===== src/sv/tfs_pkg.sv =====
// Shared constants, types and helper functions for the flat triangle shader.
// Depends on nothing; every other file of the block uses it.
package tfs_pkg;

	localparam int COORD_BITS_DEF      = 24;
	localparam int SHADE_FRAC_BITS_DEF = 10;

	localparam int EDGE_W    = 26;
	localparam int NMAG_W    = 51;
	localparam int MAG_W     = 30;
	localparam int SQ_W      = 62;
	localparam int ROOT_W    = 31;
	localparam int UNIT_BITS = 14;
	localparam int UNIT_W    = 16;
	localparam int QUO_W     = 15;

	localparam int LIGHT_X = -5742;
	localparam int LIGHT_Y = 13452;
	localparam int LIGHT_Z = -7382;

	localparam int PCT_BASE = 62;
	localparam int PCT_KD   = 28;
	localparam int PCT_KT   = 10;
	localparam int PCT_KU   = 8;
	localparam int PCT_LO   = 50;
	localparam int PCT_HI   = 110;

	typedef struct packed {
		logic [31:0]                 color;
		logic [2:0]                  neg;
		logic [2:0][MAG_W-1:0]       mag;
	} norm_t;

	typedef struct packed {
		logic [31:0]                 color;
		logic [2:0][UNIT_W-1:0]      unit;
	} unit_t;

	function automatic int round_pct(int pct, int frac);
		return (pct * (1 << frac) + 50) / 100;
	endfunction

endpackage


===== src/sv/tfs_shade.sv =====
// Light terms, shade factor and colour scaling from the unit normal.
// Five register stages; uses tfs_pkg.
module tfs_shade #(
	parameter int SHADE_FRAC_BITS = tfs_pkg::SHADE_FRAC_BITS_DEF
) (
	input  logic            clk,
	input  logic            arst_n,
	input  logic            en,
	input  logic            in_valid,
	input  tfs_pkg::unit_t  unit,
	output logic            out_valid,
	output logic [8:0]      red,
	output logic [8:0]      green,
	output logic [8:0]      blue,
	output logic [7:0]      alpha,
	output logic [10:0]     shade
);

	localparam int F      = SHADE_FRAC_BITS;
	localparam int SW     = F + 1;
	localparam int UB     = tfs_pkg::UNIT_BITS;
	localparam int ACC_W  = 40;
	localparam int BASE   = tfs_pkg::round_pct(tfs_pkg::PCT_BASE, F);
	localparam int KD     = tfs_pkg::round_pct(tfs_pkg::PCT_KD, F);
	localparam int KT     = tfs_pkg::round_pct(tfs_pkg::PCT_KT, F);
	localparam int KU     = tfs_pkg::round_pct(tfs_pkg::PCT_KU, F);
	localparam int LO     = tfs_pkg::round_pct(tfs_pkg::PCT_LO, F);
	localparam int HI     = tfs_pkg::round_pct(tfs_pkg::PCT_HI, F);
	localparam longint BASE_SH = longint'(BASE) << UB;

	localparam logic signed [15:0] LX = 16'(tfs_pkg::LIGHT_X);
	localparam logic signed [15:0] LY = 16'(tfs_pkg::LIGHT_Y);
	localparam logic signed [15:0] LZ = 16'(tfs_pkg::LIGHT_Z);
	localparam logic [15:0] KD_C = 16'(KD);
	localparam logic [15:0] KT_C = 16'(KT);
	localparam logic [15:0] KU_C = 16'(KU);

	logic [4:0]          vld_s;
	logic [2:0][31:0]    dp_s1;
	logic [15:0]         uy_s1;
	logic [15:0]         d_s2;
	logic [14:0]         t_s2, u_s2;
	logic [31:0]         pd_s3, pt_s3, pu_s3;
	logic [SW-1:0]       shade_s4;
	logic [8:0]          red_s5, green_s5, blue_s5;
	logic [7:0]          alpha_s5;
	logic [10:0]         shade_s5;
	logic [31:0]         col_s1, col_s2, col_s3, col_s4;

	logic [2:0][31:0]    dp_d;
	logic [15:0]         d_d;
	logic [14:0]         t_d, u_d;
	logic [SW-1:0]       shade_d;

	always_comb begin
		dp_d[0] = $signed(unit.unit[0]) * LX;
		dp_d[1] = $signed(unit.unit[1]) * LY;
		dp_d[2] = $signed(unit.unit[2]) * LZ;
	end

	always_comb begin
		logic signed [32:0] dot;
		logic [32:0]        dpos;
		dot  = $signed({dp_s1[0][31], dp_s1[0]}) + $signed({dp_s1[1][31], dp_s1[1]})
		       + $signed({dp_s1[2][31], dp_s1[2]});
		dpos = dot[32] ? '0 : dot;
		d_d  = 16'(dpos >> UB);
		t_d  = uy_s1[15] ? '0 : uy_s1[14:0];
		u_d  = uy_s1[15] ? 15'(~uy_s1 + 1'b1) : '0;
	end

	always_comb begin
		logic signed [ACC_W-1:0] acc;
		logic [ACC_W-1:0]        shv;
		acc = ACC_W'(BASE_SH) + ACC_W'(pd_s3) + ACC_W'(pt_s3) - ACC_W'(pu_s3);
		shv = acc[ACC_W-1] ? '0 : (acc >> UB);
		if (shv < ACC_W'(LO)) begin
			shade_d = SW'(LO);
		end else if (shv > ACC_W'(HI)) begin
			shade_d = SW'(HI);
		end else begin
			shade_d = SW'(shv);
		end
	end

	function automatic logic [8:0] scale(logic [7:0] c, logic [SW-1:0] s);
		logic [F+8:0] pr;
		pr = (F + 9)'(c) * (F + 9)'(s);
		return 9'(pr >> F);
	endfunction

	always_ff @(posedge clk or negedge arst_n) begin
		if (!arst_n) begin
			vld_s <= '0;
		end else if (en) begin
			vld_s <= {vld_s[3:0], in_valid};
		end
	end

	always_ff @(posedge clk) begin
		if (en) begin
			dp_s1    <= dp_d;
			uy_s1    <= unit.unit[1];
			col_s1   <= unit.color;
			d_s2     <= d_d;
			t_s2     <= t_d;
			u_s2     <= u_d;
			col_s2   <= col_s1;
			pd_s3    <= KD_C * d_s2;
			pt_s3    <= KT_C * 16'(t_s2);
			pu_s3    <= KU_C * 16'(u_s2);
			col_s3   <= col_s2;
			shade_s4 <= shade_d;
			col_s4   <= col_s3;
			red_s5   <= scale(col_s4[31:24], shade_s4);
			green_s5 <= scale(col_s4[23:16], shade_s4);
			blue_s5  <= scale(col_s4[15:8], shade_s4);
			alpha_s5 <= col_s4[7:0];
			shade_s5 <= 11'(shade_s4);
		end
	end

	assign out_valid = vld_s[4];
	assign red       = red_s5;
	assign green     = green_s5;
	assign blue      = blue_s5;
	assign alpha     = alpha_s5;
	assign shade     = shade_s5;

endmodule


===== config.mk =====
export PLATFORM = sky130hd
export DESIGN_NAME = tfs_shade
export DESIGN_NICKNAME = d
export VERILOG_FILES = /design/src/sv/tfs_pkg.sv /design/src/sv/tfs_shade.sv
export SDC_FILE = /design/constraint.sdc
export NUM_CORES = 2
export LEC_CHECK = 0
export CORE_UTILIZATION = 45
export DETAILED_ROUTE_END_ITERATION = 10
export DONT_BUFFER_PORTS = 1
export HOLD_SLACK_MARGIN = 0.15
export PLACE_DENSITY = 0.56
export SLEW_MARGIN = 15
export SYNTH_ARGS = -nofsm -noshare
export SYNTH_HDL_FRONTEND = slang
export SYNTH_SLANG_ARGS = --single-unit
export TNS_END_PERCENT = 5

===== constraint.sdc =====
create_clock -name clk -period 14.6 [get_ports clk]
set_input_delay 1.46 -clock clk [delete_from_list [all_inputs] [get_ports clk]]
set_output_delay 1.46 -clock clk [all_outputs]
set_load 0.01 [all_outputs]

* After elaboration in Yosys (flattened, before gate mapping)
Cells that the tools add are included.
** Storage, ports and cells
- Register bits after elaboration :: 406
- Input port bits :: 84
- Output and inout port bits :: 47
- Logic and storage cells :: 43
** Operators by class
- Add/subtract/negate cells :: 6
- Multiply operators :: 9
- Order comparisons :: 2
- Multiplexer cells :: 2
- Bitwise logic cells :: 1
- Reduce and logical (&&, ||, !) cells :: 1
** Operator list (number)
- $mul 16x13->29 const B :: 3
- $mul 8x11->19 :: 3
- $mul 6x15->21 const A :: 2
- $add 32x30->33 :: 1
- $add 30x31->32 :: 1
- $sub 27x22->28 :: 1
- $add 26x22->27 :: 1
- $add 24x25->26 const A :: 1
- $gt 25x11->1 const B :: 1
- $lt 25x10->1 const B :: 1
- $mul 9x16->25 const A :: 1
- $mux 25 :: 1
- $add 15x1->15 const B :: 1
- $not 15->15 :: 1
- $mux 11 :: 1
- $reduce_or 2->1 :: 1

* Depth between registers and ports, before layout
- Depth after elaboration :: 6
- Mapped depth :: 21
- Mapped depth without buffers :: 21

* Worst setup path after synthesis
OpenSTA, ideal clock, no wires.
- Path kind :: input-to-reg
- Start point :: in unit[4] (netlist name)
- End point :: reg dp_s1[28] (netlist name), data pin
- Setup time :: 0.258 ns
- Arrival :: 6.104 ns
- Required time :: 14.342 ns
- Path slack :: 8.239 ns
- Stages :: 19
- Path buffers :: 0
- Path through :: inv_1 ha_1 fa_1 fa_1 inv_1 fa_1 inv_1 fa_1 ha_1 ha_1 a21o_1 a21o_1 a21o_1 and3_1 a211o_1 o211ai_1 o2111ai_1 a21oi_1 xnor2_1
** RTL lines
- start, declared :: RTL line tfs_shade.sv:10 : input tfs_pkg::unit_t unit,
- end signal, assigned :: RTL line tfs_shade.sv:102 : dp_s1 <= dp_d;
- end, declared :: RTL line tfs_shade.sv:39 : logic [2:0][31:0] dp_s1;

==> summary.md <==
| Metric | Value |
|---|---|
| Number of global-route vias before repair | `25066` |
| Global-route wire length before repair | `roughly 130000 um` |
| Post-cts resize count | `0` |
| Fmax | `roughly 160 MHz` |
| Hold WC Path Type | `reg2reg` |
| Seq/Total Area, Yosys | `30.3%` |
| Die height | `300 um` |
| Mapped Cells | `3565` |
| # hold bufs at CTS | `0` |
| Critical path class | `in2reg` |
| DIE AREA | `0.0901 mm^2` |
| R2R setup slack | `between 9 and 10 ns` |
| Final Max Tran Viols | `0` |
| Proportion of layout cells with a drive suffix above 1 | `between 3 and 4%` |
| Reg2Reg Depth | `15` |
| Syn Area/Cell | `11.2 um^2` |
| Dominant cell type by area after synthesis | `edfxtp_1` |
| Gp weighted congestion | `0.840` |
| CTS sink count | `between 400 and 500` |
| Clock tree buffer depth | `3` |
| Total track usage | `a little under a fifth` |
| Placed wire-length estimate | `roughly 61000 um` |
| Cell variety after synth | `73` |
| Count of flip-flops with a built-in enable after synthesis | `around 400` |
| Largest net degree at the start of global routing | `about 410` |
| Initial Utilization | `between 40% and 50%` |
| CTS tree | `done` |
| Drt wl/cell | `16.3 um` |
| Vias/cell | `between 4 and 5` |
| Initial antenna violation count | `0` |
| Skew final | `around 0.023 ns` |
| Area Overhead vs Synth | `7.38%` |
| Fin Hold WS | `about 0.42 ns` |
| ANT nets after route | `0` |
| Synth Area in XOR/XNOR | `~4.4%` |
| Share of the synthesized area in the top cell type | `between 20% and 30%` |
| Final Hold Vio Count | `0` |
| Fin nets | `between 4000 and 5000` |
| Final setup fails | `0` |
| Simple-gate portion of the synthesized area | `8.35%` |
| Setup TNS | `0 ns` |
| Grt ovf | `0` |
| Crit Path Max Fanout | `5` |
| Reg2reg end | `blue[8]` |
| Num CTS Buffers | `a little over 50` |
| Least-Margin Pin Slew | `~1.3 ns` |
| Critical Path Start Type | `primary input` |
| Crit path buffers/inverters | `4` |
| Unrepaired setup endpoints after global routing | `false` |
| Placed Instances | `around 4700` |
| Drt total wl | `just under 80000 um` |
| Compound-cell area share of the yosys netlist | `under 10%` |
| Via count | `about 24000` |
| Max Cap Viol | `0` |
| Die Width | `around 300 um` |
| Multiplexer share of the synthesized area | `less than 1%` |
| Start of the worst register-to-register path | `shade_s4[1]` |
| Row cnt | `around 110` |
| Synth async-reset ratio | `~1.2%` |
| Worst slew margin | `14.5%` |
| Layout Cells excl Fill | `around 4800` |
| Cell Area, Placed | `0.0413 mm^2` |
| Core area | `just under 0.09 mm^2` |
| PortBufs | `0` |
| Hold Path Sink | `col_s3[7]` |
| Design area | `0.0429 mm^2` |
| Post-Synthesis Net Count | `around 4800` |
| Worst Path Arrival | `between 6 and 7 ns` |
| Synth Flop Type | `edfxtp_1` |
| Outcome | `finished, final reports clean` |
| Crit path largest cell delay | `0.54 ns` |
| Yosys synthesis warning count | `0` |
| Clock latency on the worst-skew pair | `0.64 ns` |
| Ant diodes | `0` |
| First-pass DRT Iterations | `5` |
| Post-CTS Setup Bufs | `0` |
| H-tree levels | `2` |
| Largest cells by area after synthesis | `edfxtp_1 30%, fa_1 23%, ha_1 20%, inv_1 7.0%, xnor2_1 3.1%` |
| Post-Synthesis Cell Area | `0.0400 mm^2` |
| Crit-path cells | `ha_1 > inv_1 > fa_1 > inv_1 > fa_1 > fa_1 > inv_1 > fa_1 > inv_1 > ha_1 > a21o_1 > a21oi_1 > nand2_1 > a2111oi_2 > nor3_1 > a211o_1 > a211oi_1 > o21bai_1 > a21oi_1 > xnor2_1` |
| CTS root buf | `clkbuf_16` |
| Fin crit share | `42.1%` |
| Synth Register Bits | `slightly above 400` |
| Minimum clock period | `just over 6 ns` |
| DRT iter0 DRCs | `between 900 and 1000` |
| DRC viols | `0` |
| Critical path's slowest cell | `fa_1` |
| Clock Pin Slew Worst Setup and Hold Paths | `approximately 0.060 ns` |
| Top delay family on crit path | `adder cells` |
| Largest family of logic cells by synthesized area | `adder cells` |
| Boundary Pins | `roughly 130` |
| FILL cells | `~8000` |
| Worst hold path startpoint | `col_s2[7]` |
| Worst Hold Depth | `0` |
| CP Capture Type | `flip-flop` |
| Adder-Cell Fraction of Synth Area | `a little over two fifths` |
| WP data required | `~15 ns` |
## layout by cell type (no fill, tap or decap), drive strengths merged, types with 9 or more instances in the layout
cell and n:
inv 753, nand2b 17, clkinv 20, nor2b 35, nor2 118, ha 649
or3 13, and2 162, a211oi 14, nor4 11, fa 452, a21o 53
edfxtp 399, and3 23, xnor2 141, nand3 42, clkbuf 60, buf 9
nand2 185, o21a 12, o21ai 60, xor2 58, a21oi 124, o21bai 15
nor3 37, a211o 11, a31oi 12
## state kept, by name (all words and copies together), names as in the netlist, 16 cells and up
name / cells
uy_s1: 16
col_s4: 32
pu_s3: 21
col_s3: 32
dp_s1: 86
col_s2: 32
col_s1: 32
d_s2: 16
pt_s3: 21
pd_s3: 24
## kinds of logic (layout without fill, tap and decap cells)
| group | Yosys count | in the layout |
|---|---|---|
| simple gates | 666 | 666 |
| compound gates | 373 | 373 |
| fa+ha+maj | 1102 | 1102 |
| flops | 404 | 404 |
| mux | 9 | 9 |
| buf+inv | 812 | 852 |
| xor+xnor | 199 | 199 |
## worst register-to-register path, cell delays in order (launching register included)
cell and delay [ns]:
edfxtp_1 1.05, nand2_1 0.19, fa_1 0.57, fa_1 0.53, fa_1 0.54, inv_1 0.05, fa_1 0.47, ha_1 0.32
a21oi_1 0.13, o21ai_0 0.14, a21oi_1 0.28, a21oi_1 0.20, a211oi_1 0.35, o21bai_1 0.14, a21oi_1 0.19, xnor2_1 0.08
## how the worst max path moves through the flow
stage / from / end / slack, ns / depth (start not counted)
3_5_place_dp: unit[21] / dp_s1[62] / 7.83 / 20
6_report: unit[21] / dp_s1[62] / 8.45 / 20
5_1_grt: unit[21] / dp_s1[62] / 8.13 / 20
2_1_floorplan: unit[4] / dp_s1[28] / 8.24 / 19
4_1_cts: unit[21] / dp_s1[62] / 8.50 / 20
3_3_place_gp: unit[21] / dp_s1[62] / 7.89 / 20
## layer usage
metal	GRT usage [%]	routed length, um	vias up	share of wire, %
met4	3.40	1200	0	1.5
met2	32.4	39000	241	50
li1	-	-	11705	-
met1	23.5	35100	11598	45
met3	2.79	2400	78	3.1
met5	0	0	-	0
## cell usage after synthesis (all sizes together) (8+ instances only)
cell	number
nor3	37
a211o	11
o21bai	15
clkbuf	61
or3	13
o21ai	60
nand2	185
nand3	42
a31oi	12
xor2	58
a21boi	8
nor2	118
xnor2	141
ha	649
nand2b	17
nor2b	35
nand4	8
a21o	53
and3	23
nor4	11
a21oi	124
and2	162
o21a	12
fa	452
edfxtp	399
inv	749
a211oi	14
## layout make-up
| class | instances | area (um^2) | share of cell area [%] |
|---|---|---|---|
| Timing Repair Buffer | 9 | 67.6 | 0.157 |
| Clock buffer | 60 | 1340 | 3.12 |
| Sequential cell | 404 | 12100 | 28.2 |
| Clock inverter | 34 | 338 | 0.787 |
| Tap cell | 1155 | 1450 | 3.37 |
| Inverter | 749 | 2810 | 6.55 |
| Multi-Input combinational cell | 2349 | 24800 | 57.8 |
## per-stage QoR
stage               worst slack, ns  utilization (%)
global placement               7.89             47.2
detailed placement             7.83             47.2
floorplan                      8.24                -
CTS                            8.50             49.1
global route                   8.13             49.1
finish                         8.45             49.1
Power is not shown: default switching activity piles up to over one toggle a cycle in this logic, so the estimate is an artifact.
