`config.mk`:
```
export PLATFORM = sky130hd
export DESIGN_NAME = tfs_isqrt
export DESIGN_NICKNAME = d
export VERILOG_FILES = /design/src/sv/tfs_pkg.sv /design/src/sv/tfs_isqrt.sv
export SDC_FILE = /design/constraint.sdc
export NUM_CORES = 2
export LEC_CHECK = 0
export BUFFER_PORTS_ARGS = -buffer_cell sky130_fd_sc_hd__buf_2
export CORE_UTILIZATION = 40
export CTS_CLUSTER_DIAMETER = 150
export DETAILED_ROUTE_END_ITERATION = 6
export GPL_ROUTABILITY_DRIVEN = 0
export GPL_TIMING_DRIVEN = 0
export HOLD_SLACK_MARGIN = 0.12
export MAX_ROUTING_LAYER = met4
export PLACE_DENSITY = 0.58
export REMOVE_ABC_BUFFERS = 1
export SLEW_MARGIN = 15
export SYNTH_ARGS = -nofsm -noshare
export SYNTH_HDL_FRONTEND = slang
export SYNTH_SLANG_ARGS = --single-unit
export TNS_END_PERCENT = 20
```
`constraint.sdc`:
```
create_clock -name clk -period 15.6 [get_ports clk]
set_input_delay 3.12 -clock clk [delete_from_list [all_inputs] [get_ports clk]]
set_output_delay 3.12 -clock clk [all_outputs]
set_load 0.005 [all_outputs]
```
`src/sv/tfs_pkg.sv`:
```
// Shared constants, types and helper functions for the flat triangle shader.
// Depends on nothing; every other file of the block uses it.
package tfs_pkg;

	localparam int COORD_BITS_DEF      = 24;
	localparam int SHADE_FRAC_BITS_DEF = 10;

	localparam int EDGE_W    = 26;
	localparam int NMAG_W    = 51;
	localparam int MAG_W     = 30;
	localparam int SQ_W      = 62;
	localparam int ROOT_W    = 31;
	localparam int UNIT_BITS = 14;
	localparam int UNIT_W    = 16;
	localparam int QUO_W     = 15;

	localparam int LIGHT_X = -5742;
	localparam int LIGHT_Y = 13452;
	localparam int LIGHT_Z = -7382;

	localparam int PCT_BASE = 62;
	localparam int PCT_KD   = 28;
	localparam int PCT_KT   = 10;
	localparam int PCT_KU   = 8;
	localparam int PCT_LO   = 50;
	localparam int PCT_HI   = 110;

	typedef struct packed {
		logic [31:0]                 color;
		logic [2:0]                  neg;
		logic [2:0][MAG_W-1:0]       mag;
	} norm_t;

	typedef struct packed {
		logic [31:0]                 color;
		logic [2:0][UNIT_W-1:0]      unit;
	} unit_t;

	function automatic int round_pct(int pct, int frac);
		return (pct * (1 << frac) + 50) / 100;
	endfunction

endpackage

```
`src/sv/tfs_isqrt.sv`:
```
// Pipelined integer square root, two result bits per stage.
// Carries the normal side data alongside; uses tfs_pkg.
module tfs_isqrt (
	input  logic                        clk,
	input  logic                        arst_n,
	input  logic                        en,
	input  logic                        in_valid,
	input  logic [tfs_pkg::SQ_W-1:0]    rad,
	input  tfs_pkg::norm_t              side_in,
	output logic                        out_valid,
	output logic [tfs_pkg::ROOT_W-1:0]  root,
	output tfs_pkg::norm_t              side_out
);

	localparam int RW    = tfs_pkg::ROOT_W;
	localparam int XW    = tfs_pkg::SQ_W;
	localparam int STEPS = RW;
	localparam int PER   = 2;
	localparam int NST   = (STEPS + PER - 1) / PER;

	typedef struct packed {
		logic [RW+2:0]  rem;
		logic [RW-1:0]  root;
		logic [XW-1:0]  rad;
	} sq_t;

	function automatic sq_t sq_step(sq_t a);
		sq_t           r;
		logic [RW+2:0] cur;
		logic [RW+2:0] trial;
		cur   = {a.rem[RW:0], a.rad[XW-1 -: 2]};
		trial = {1'b0, a.root, 2'b01};
		if (cur >= trial) begin
			r.rem  = cur - trial;
			r.root = {a.root[RW-2:0], 1'b1};
		end else begin
			r.rem  = cur;
			r.root = {a.root[RW-2:0], 1'b0};
		end
		r.rad = {a.rad[XW-3:0], 2'b00};
		return r;
	endfunction

	function automatic sq_t sq_steps(sq_t a, int k);
		sq_t r;
		r = a;
		for (int j = 0; j < PER; j++) begin
			if (k * PER + j < STEPS) begin
				r = sq_step(r);
			end
		end
		return r;
	endfunction

	sq_t             init;
	sq_t             nxt     [NST];
	sq_t             pipe_s  [NST];
	tfs_pkg::norm_t  side_s  [NST];
	logic [NST-1:0]  vld_s;

	assign init.rem  = '0;
	assign init.root = '0;
	assign init.rad  = rad;

	always_comb begin
		nxt[0] = sq_steps(init, 0);
		for (int k = 1; k < NST; k++) begin
			nxt[k] = sq_steps(pipe_s[k-1], k);
		end
	end

	always_ff @(posedge clk or negedge arst_n) begin
		if (!arst_n) begin
			vld_s <= '0;
		end else if (en) begin
			vld_s <= {vld_s[NST-2:0], in_valid};
		end
	end

	always_ff @(posedge clk) begin
		if (en) begin
			side_s[0] <= side_in;
			for (int k = 0; k < NST; k++) begin
				pipe_s[k] <= nxt[k];
			end
			for (int k = 1; k < NST; k++) begin
				side_s[k] <= side_s[k-1];
			end
		end
	end

	assign out_valid = vld_s[NST-1];
	assign root      = pipe_s[NST-1].root;
	assign side_out  = side_s[NST-1];

endmodule

```
# Word-level counts from Yosys, hierarchy flattened
# Memories as Yosys holds them, arrays and structs flattened.
# Index checks and enable logic that the tools add are counted.
dict set report word_totals {
  regBits 16
  ram_bits 4000
  elab_cells 98
  mem_count 2
}
dict set report classes {
  addsub 31
  magnitude_cmp 31
  muxes 33
}
# name words word_bits read_ports rd_ports_with_merged_regs wr line_no
set memory_table {}
lappend memory_table {pipe_s 16 125 16 0 16 tfs_isqrt.sv:57} ;# sq_t pipe_s [NST];
lappend memory_table {side_s 16 125 16 0 16 tfs_isqrt.sv:58} ;# tfs_pkg::norm_t side_s [NST];
# op n
set op_table {}
lappend op_table {{two-way mux 65 bit} 16}
lappend op_table {{>= comparator 34 x 33 -> 1 bit} 30}
lappend op_table {{two-way mux 63 bit} 15}
lappend op_table {{subtractor 34 x 33 -> 34 bit} 16}
lappend op_table {{subtractor 32 bit} 14}
lappend op_table {{subtractor 2 x 1 -> 3 bit, second input constant} 1}
lappend op_table {{>= comparator 2 x 1 -> 1 bit, second input constant} 1}
lappend op_table {{two-way mux 1 bit} 2}

# Depth between registers and ports, before layout
# An unclocked memory read counts as a cell.
dict set report depth {
  depth_word 5
  ltp_mapped 29
  mapped_depth_nobuf 26
}

# Worst setup path after synthesis
# Ideal clock, no wire load.
dict set report synth_timing {
  path_kind {reg2reg}
  startpoint {memory pipe_s[1][69] in the netlist's numbering}
  endpoint {memory pipe_s[1][221] in the netlist's numbering (data pin)}
  t_arrival_ns 5.971
  t_required_ns 15.340
  path_slack_ns 9.369
  stages_incl_launch_ff 29
  path_buffers 4
  synth_period_minus_slack_ns 6.231
  path_cell_list {edfxtp_1 > inv_1 > ha_1 > a21o_1 > a21o_1 > a21oi_1 > nor2b_1 > or3_1 > o21ai_1 > nand2_1 > clkbuf_1 > nor2_1 > a21oi_1 > ha_1 > clkbuf_1 > a21o_1 > a21o_1 > a21o_1 > nand2_1 > nand2_1 > a21oi_1 > o21ai_0 > a211oi_1 > o211ai_1 > or4_1 > or4_1 > clkbuf_1 > buf_1 > mux2_2}
}
# element line_no
set synth_rtl {}
lappend synth_rtl {{from (decl)} tfs_isqrt.sv:57}

==> results.md <==
- The run finished, with violations left.
- The final reports fail on design-rule violations.
- The most critical setup path has its startpoint at pipe_s[1][73].
- The worst register-to-register path ends at pipe_s[1][243].
- The area added between synthesis and finish is 12.5%.
- The clock transition at the registers of the reported paths is 60 ps.
- The source-to-sink clock delay at the later pin of the worst-skew pair is 910 ps.
- The number of nets still failing antenna checks after routing is 0.
- The achievable clock frequency is 0.116 GHz.
- Data on the critical path arrives at its endpoint at 9210 ps.
- The setup slack of the worst register-to-register path is 7000 ps.
- Summing the areas of all xor and xnor instances in the mapped netlist gives 4.45% of the synthesized area.
- Max-cap violations in this run came to 0.
- The maximum buffer depth of the clock tree is 4.
- The clock sink total is 3196.
- The dominant cell type by area after synthesis is sky130_fd_sc_hd__edfxtp_1.
- The initial antenna violation count is 18.
- The core region is 0.343 mm2.
- For the worst flop-to-flop path, the logic depth is 25.
- The CTS tree is built.
- The proportion of synthesized area in mux cells is 1.37%.
- The mean routed wirelength per cell is 17.4 um.
- During placement, the flow inserted port buffers numbering 347.
- The detailed-placement wirelength estimate is 177 mm.
- The area share of the leading cell type in the synthesized netlist is 69.3%.
- The buffer cell driving the clock tree root is sky130_fd_sc_hd__clkbuf_16.
- On the worst path, the slowest cell contributes a delay of 990 ps.
- The layout has 29800 filler cells.
- The final max-slew violation count is 0.
- The critical path crosses 25 cells after its start point.
- The area enclosed by the die boundary is 0.347 mm2.
- CTS built an H-tree with a depth of 5.
- The number of ports placed on the die boundary is 348.
- Setup repair after global routing left no endpoint under its margin.
- Wires add up to 257 mm.
- The largest individual stage delay along the critical path comes from the cell sky130_fd_sc_hd__or4_2.
- Sorting the synthesized cells by area gives the leading types as sky130_fd_sc_hd__edfxtp_1 69%, sky130_fd_sc_hd__ha_1 4.8%, sky130_fd_sc_hd__xnor2_1 2.8%.
- The main combinational cell family by area after synthesis is compound AO/OA/AOI/OAI gates.
- The area after detailed placement is 0.144 mm2.
- After layout, the worst setup slack is 7000 ps.
- The mean area per synthesized cell is 14.4 um2.
- The Yosys warning count is 0.
- The path class of the tightest hold or removal check is reg -> reg.
- Cells with a size suffix above 1 make up 10.8% of the layout.
- The die is 589 um wide.
- The final net count is 10700.
- After synthesis, the netlist uses 101 different library cells.
- The die extent in y is 589 um.
- The number of DRC violations after detailed-routing iteration 0 is 5961.
- The most used flip-flop cell after synthesis is sky130_fd_sc_hd__edfxtp_1.
- The sequential cell area fraction in the yosys report is 69.6%.
- The type of the worst setup path is reg -> reg.
- The type of element capturing the critical path is a flip-flop.
- The number of DRC violations after detailed routing is 2.
- Global routing used 14.7% of the available tracks across all layers.
- The startpoint identified for the worst register-to-register timing path is pipe_s[1][73].
- At the worst endpoint, the required time is 16210 ps.
- Once the floorplan was initialized, standard cells occupied 40.2% of the core.
- The number of rows in the core area is 215.
- The proportion of synthesized flip-flops having asynchronous set or reset is 0.501%.
- The analysis attributes to cell leakage a power of 56.8 nW.
- The routed layout has 76800 vias.
- Across the VDD grid, the largest voltage drop is 0.105 mV.
- The accumulated negative setup slack is 0 ps.
- The final period utilization is 55.1%.
- The cell area after layout is 0.155 mm2.
- The number of buffers and inverters on the critical path is 3.
- The number of setup buffers added after CTS is 0.
- The number of hold buffers added after CTS was 0.
- Setup violations remaining at the end of the flow were counted as 0.
- The first detailed-routing pass ran for 7 iterations.
- Summing the areas of all and, or, nand and nor instances in the mapped netlist gives 8.37% of the synthesized area.
- The via count of the first global-routing pass came to 75100.
- The number of vias per cell after detailed routing is 5.20.
- For this design the ratio of total power to cell area is 165 mW/mm2.
- For this run, the share of the core covered by cells in the final layout is 45.2%.
- The multi-input combinational cells in the finished layout cover a total of 0.0381 mm2.
- The sequential cells in the finished layout cover a total of 0.0959 mm2.
- The pin slew with the least headroom to its limit is 1230 ps.
- The post-placement setup slack is 6620 ps.
- The critical path ends at pipe_s[1][243].
- The kind of cell with the highest combined delay along the critical path is simple AND/OR/NAND/NOR gates.
- The final setup skew is 51.9 ps.
- The first global-routing pass estimated 403 mm of wire.
- The total overflow left after global routing is 0.
- In this run, synthesis produced a sequential element count of 3196.
- The kind of start point of the critical path is a flip-flop.
- The synthesized netlist devotes 4.77% of its cell area to adder and majority cells.
- The complex-gate fraction of the synthesized area is 8.67%.
- Synthesis handed over a netlist of 9592 instances.
- The relative slew slack is 17.3%.
- Counting the buffers created by CTS gives 340.
- The routed design could run at a clock period as short as 8600 ps.
- The number of flops mapped to enable cells by yosys is 3180.
- Entering global routing, the biggest net connects 162 pins.
- The number of failing hold endpoints at the final stage is 0.
- The cell area that synthesis handed to floorplanning was 0.138 mm2.
- The critical-path maximum fanout is 43.
- Once the clock tree was built, the resizer swapped 0 gates to a different size.
## metrics by stage
stage / hold slack [ps] / total power [W] / std cells
2_1_floorplan: 400 / 0.0160 / 9224
4_1_cts: 351 / 0.0258 / 14800
3_3_place_gp: 400 / 0.0184 / 14100
6_report: 373 / 0.0256 / 14800
3_5_place_dp: 405 / 0.0178 / 14200
5_1_grt: 353 / 0.0269 / 14800
## cell type report
type / instances / area share, %
Antenna cell: 10 / 0.0162
Clock buffer: 413 / 5.70
Clock inverter: 194 / 1.33
Inverter: 467 / 1.13
Multi-Input combinational cell: 5561 / 24.6
Sequential cell: 3196 / 61.9
Tap cell: 4557 / 3.68
Timing Repair Buffer: 377 / 1.63
## cells in the final DEF, fill, tap and decap left out, types with 53 or more instances in the layout
cell type                   synthesis  final
sky130_fd_sc_hd__nor4_1            74     74
sky130_fd_sc_hd__a21oi_1          565    562
sky130_fd_sc_hd__nor3_1           210    210
sky130_fd_sc_hd__nand3_1          189    189
sky130_fd_sc_hd__nand4_1          117    117
sky130_fd_sc_hd__mux2_2           144    144
sky130_fd_sc_hd__xor2_1           251    251
sky130_fd_sc_hd__or3_1             79     79
sky130_fd_sc_hd__edfxtp_1        3180   3180
sky130_fd_sc_hd__o31ai_1           63     63
sky130_fd_sc_hd__nand2b_1          84     84
sky130_fd_sc_hd__o21a_1            79     79
sky130_fd_sc_hd__inv_1            457    457
sky130_fd_sc_hd__nor2_1           556    556
sky130_fd_sc_hd__o21bai_1          75     75
sky130_fd_sc_hd__buf_2              5    346
sky130_fd_sc_hd__nand2_1          554    553
sky130_fd_sc_hd__clkbuf_16          0    342
sky130_fd_sc_hd__clkinv_2           1     53
sky130_fd_sc_hd__a31oi_1           62     61
sky130_fd_sc_hd__and3_1            58     57
sky130_fd_sc_hd__ha_1             525    525
sky130_fd_sc_hd__clkbuf_1         183     71
sky130_fd_sc_hd__xnor2_1          446    446
sky130_fd_sc_hd__nor2b_1           73     72
sky130_fd_sc_hd__a21o_1           282    282
sky130_fd_sc_hd__clkinv_1           3     67
sky130_fd_sc_hd__o21ai_0          393    392
## power breakdown
group          internal (W)  total [W]  switching [W]
Sequential           0.0106     0.0111       0.000463
Combinational       0.00277    0.00664        0.00387
Clock               0.00454    0.00782        0.00328
## cells by family after synthesis
| logic type | count (synthesis) |
|---|---|
| AO/OA/AOI/OAI | 1874 |
| XOR/XNOR | 698 |
| adder cells (fa/ha/maj) | 525 |
| buffers and inverters | 837 |
| flip-flops | 3196 |
| multiplexers | 171 |
| other | 1 |
| AND/OR/NAND/NOR | 2290 |
## worst register-to-register path, cell delays in order (launching register included)
cell                       delay [ps]
sky130_fd_sc_hd__edfxtp_1         460
sky130_fd_sc_hd__inv_1            160
sky130_fd_sc_hd__ha_1             310
sky130_fd_sc_hd__and4_1           260
sky130_fd_sc_hd__and2_1           210
sky130_fd_sc_hd__and3_1           170
sky130_fd_sc_hd__or3_1            370
sky130_fd_sc_hd__o21ai_1          520
sky130_fd_sc_hd__nand2_1          780
sky130_fd_sc_hd__inv_1            770
sky130_fd_sc_hd__nor2_1           110
sky130_fd_sc_hd__nor2_1           190
sky130_fd_sc_hd__ha_1             320
sky130_fd_sc_hd__inv_1            140
sky130_fd_sc_hd__o21ai_0           90
sky130_fd_sc_hd__a21o_1           180
sky130_fd_sc_hd__a21oi_1          150
sky130_fd_sc_hd__o21ai_0          170
sky130_fd_sc_hd__nand2_1           90
sky130_fd_sc_hd__o21ai_0           80
sky130_fd_sc_hd__a211oi_1         470
sky130_fd_sc_hd__o211ai_1         280
sky130_fd_sc_hd__or4_1            560
sky130_fd_sc_hd__or4_2           1000
sky130_fd_sc_hd__nor4b_1          330
sky130_fd_sc_hd__xor2_1           160
## worst min path at each step
| stage | from | to | slack, ps | depth (start not counted) |
|---|---|---|---|---|
| final | side_s[0][279] | side_s[0][404] | 370 | 0 |
| after global routing | side_s[0][279] | side_s[0][404] | 350 | 0 |
| after CTS | side_s[0][279] | side_s[0][404] | 350 | 0 |
| after detailed placement | pipe_s[0][136] | pipe_s[0][265] | 400 | 0 |
| after global placement | side_s[0][733] | side_s[0][858] | 400 | 0 |
| after floorplan | pipe_s[0][2] | pipe_s[0][131] | 400 | 0 |
## cells in the mapped netlist, types with 74 or more instances
| library cell | number |
|---|---|
| sky130_fd_sc_hd__o21bai_1 | 75 |
| sky130_fd_sc_hd__a21o_1 | 282 |
| sky130_fd_sc_hd__ha_1 | 525 |
| sky130_fd_sc_hd__xor2_1 | 251 |
| sky130_fd_sc_hd__a21oi_1 | 565 |
| sky130_fd_sc_hd__mux2_2 | 144 |
| sky130_fd_sc_hd__nand2_1 | 554 |
| sky130_fd_sc_hd__nor3_1 | 210 |
| sky130_fd_sc_hd__o21a_1 | 79 |
| sky130_fd_sc_hd__buf_4 | 157 |
| sky130_fd_sc_hd__nand2b_1 | 84 |
| sky130_fd_sc_hd__nor2_1 | 556 |
| sky130_fd_sc_hd__edfxtp_1 | 3180 |
| sky130_fd_sc_hd__nand3_1 | 189 |
| sky130_fd_sc_hd__inv_1 | 457 |
| sky130_fd_sc_hd__xnor2_1 | 446 |
| sky130_fd_sc_hd__nand4_1 | 117 |
| sky130_fd_sc_hd__o21ai_0 | 393 |
| sky130_fd_sc_hd__or3_1 | 79 |
| sky130_fd_sc_hd__clkbuf_1 | 183 |
| sky130_fd_sc_hd__nor4_1 | 74 |
## state kept, by name, summed over array words and instances, names as in the netlist
name and cells:
side_s 2000, pipe_s 1180, vld_s 16
## routing by layer
layer / track usage (%) / part of all wire, %
met1: 18.6 / 44
met5: - / 0
met3: 2.39 / 5.3
met2: 23.2 / 46
met4: 6.79 / 4.7
Power figures use the tool's default switching activity.
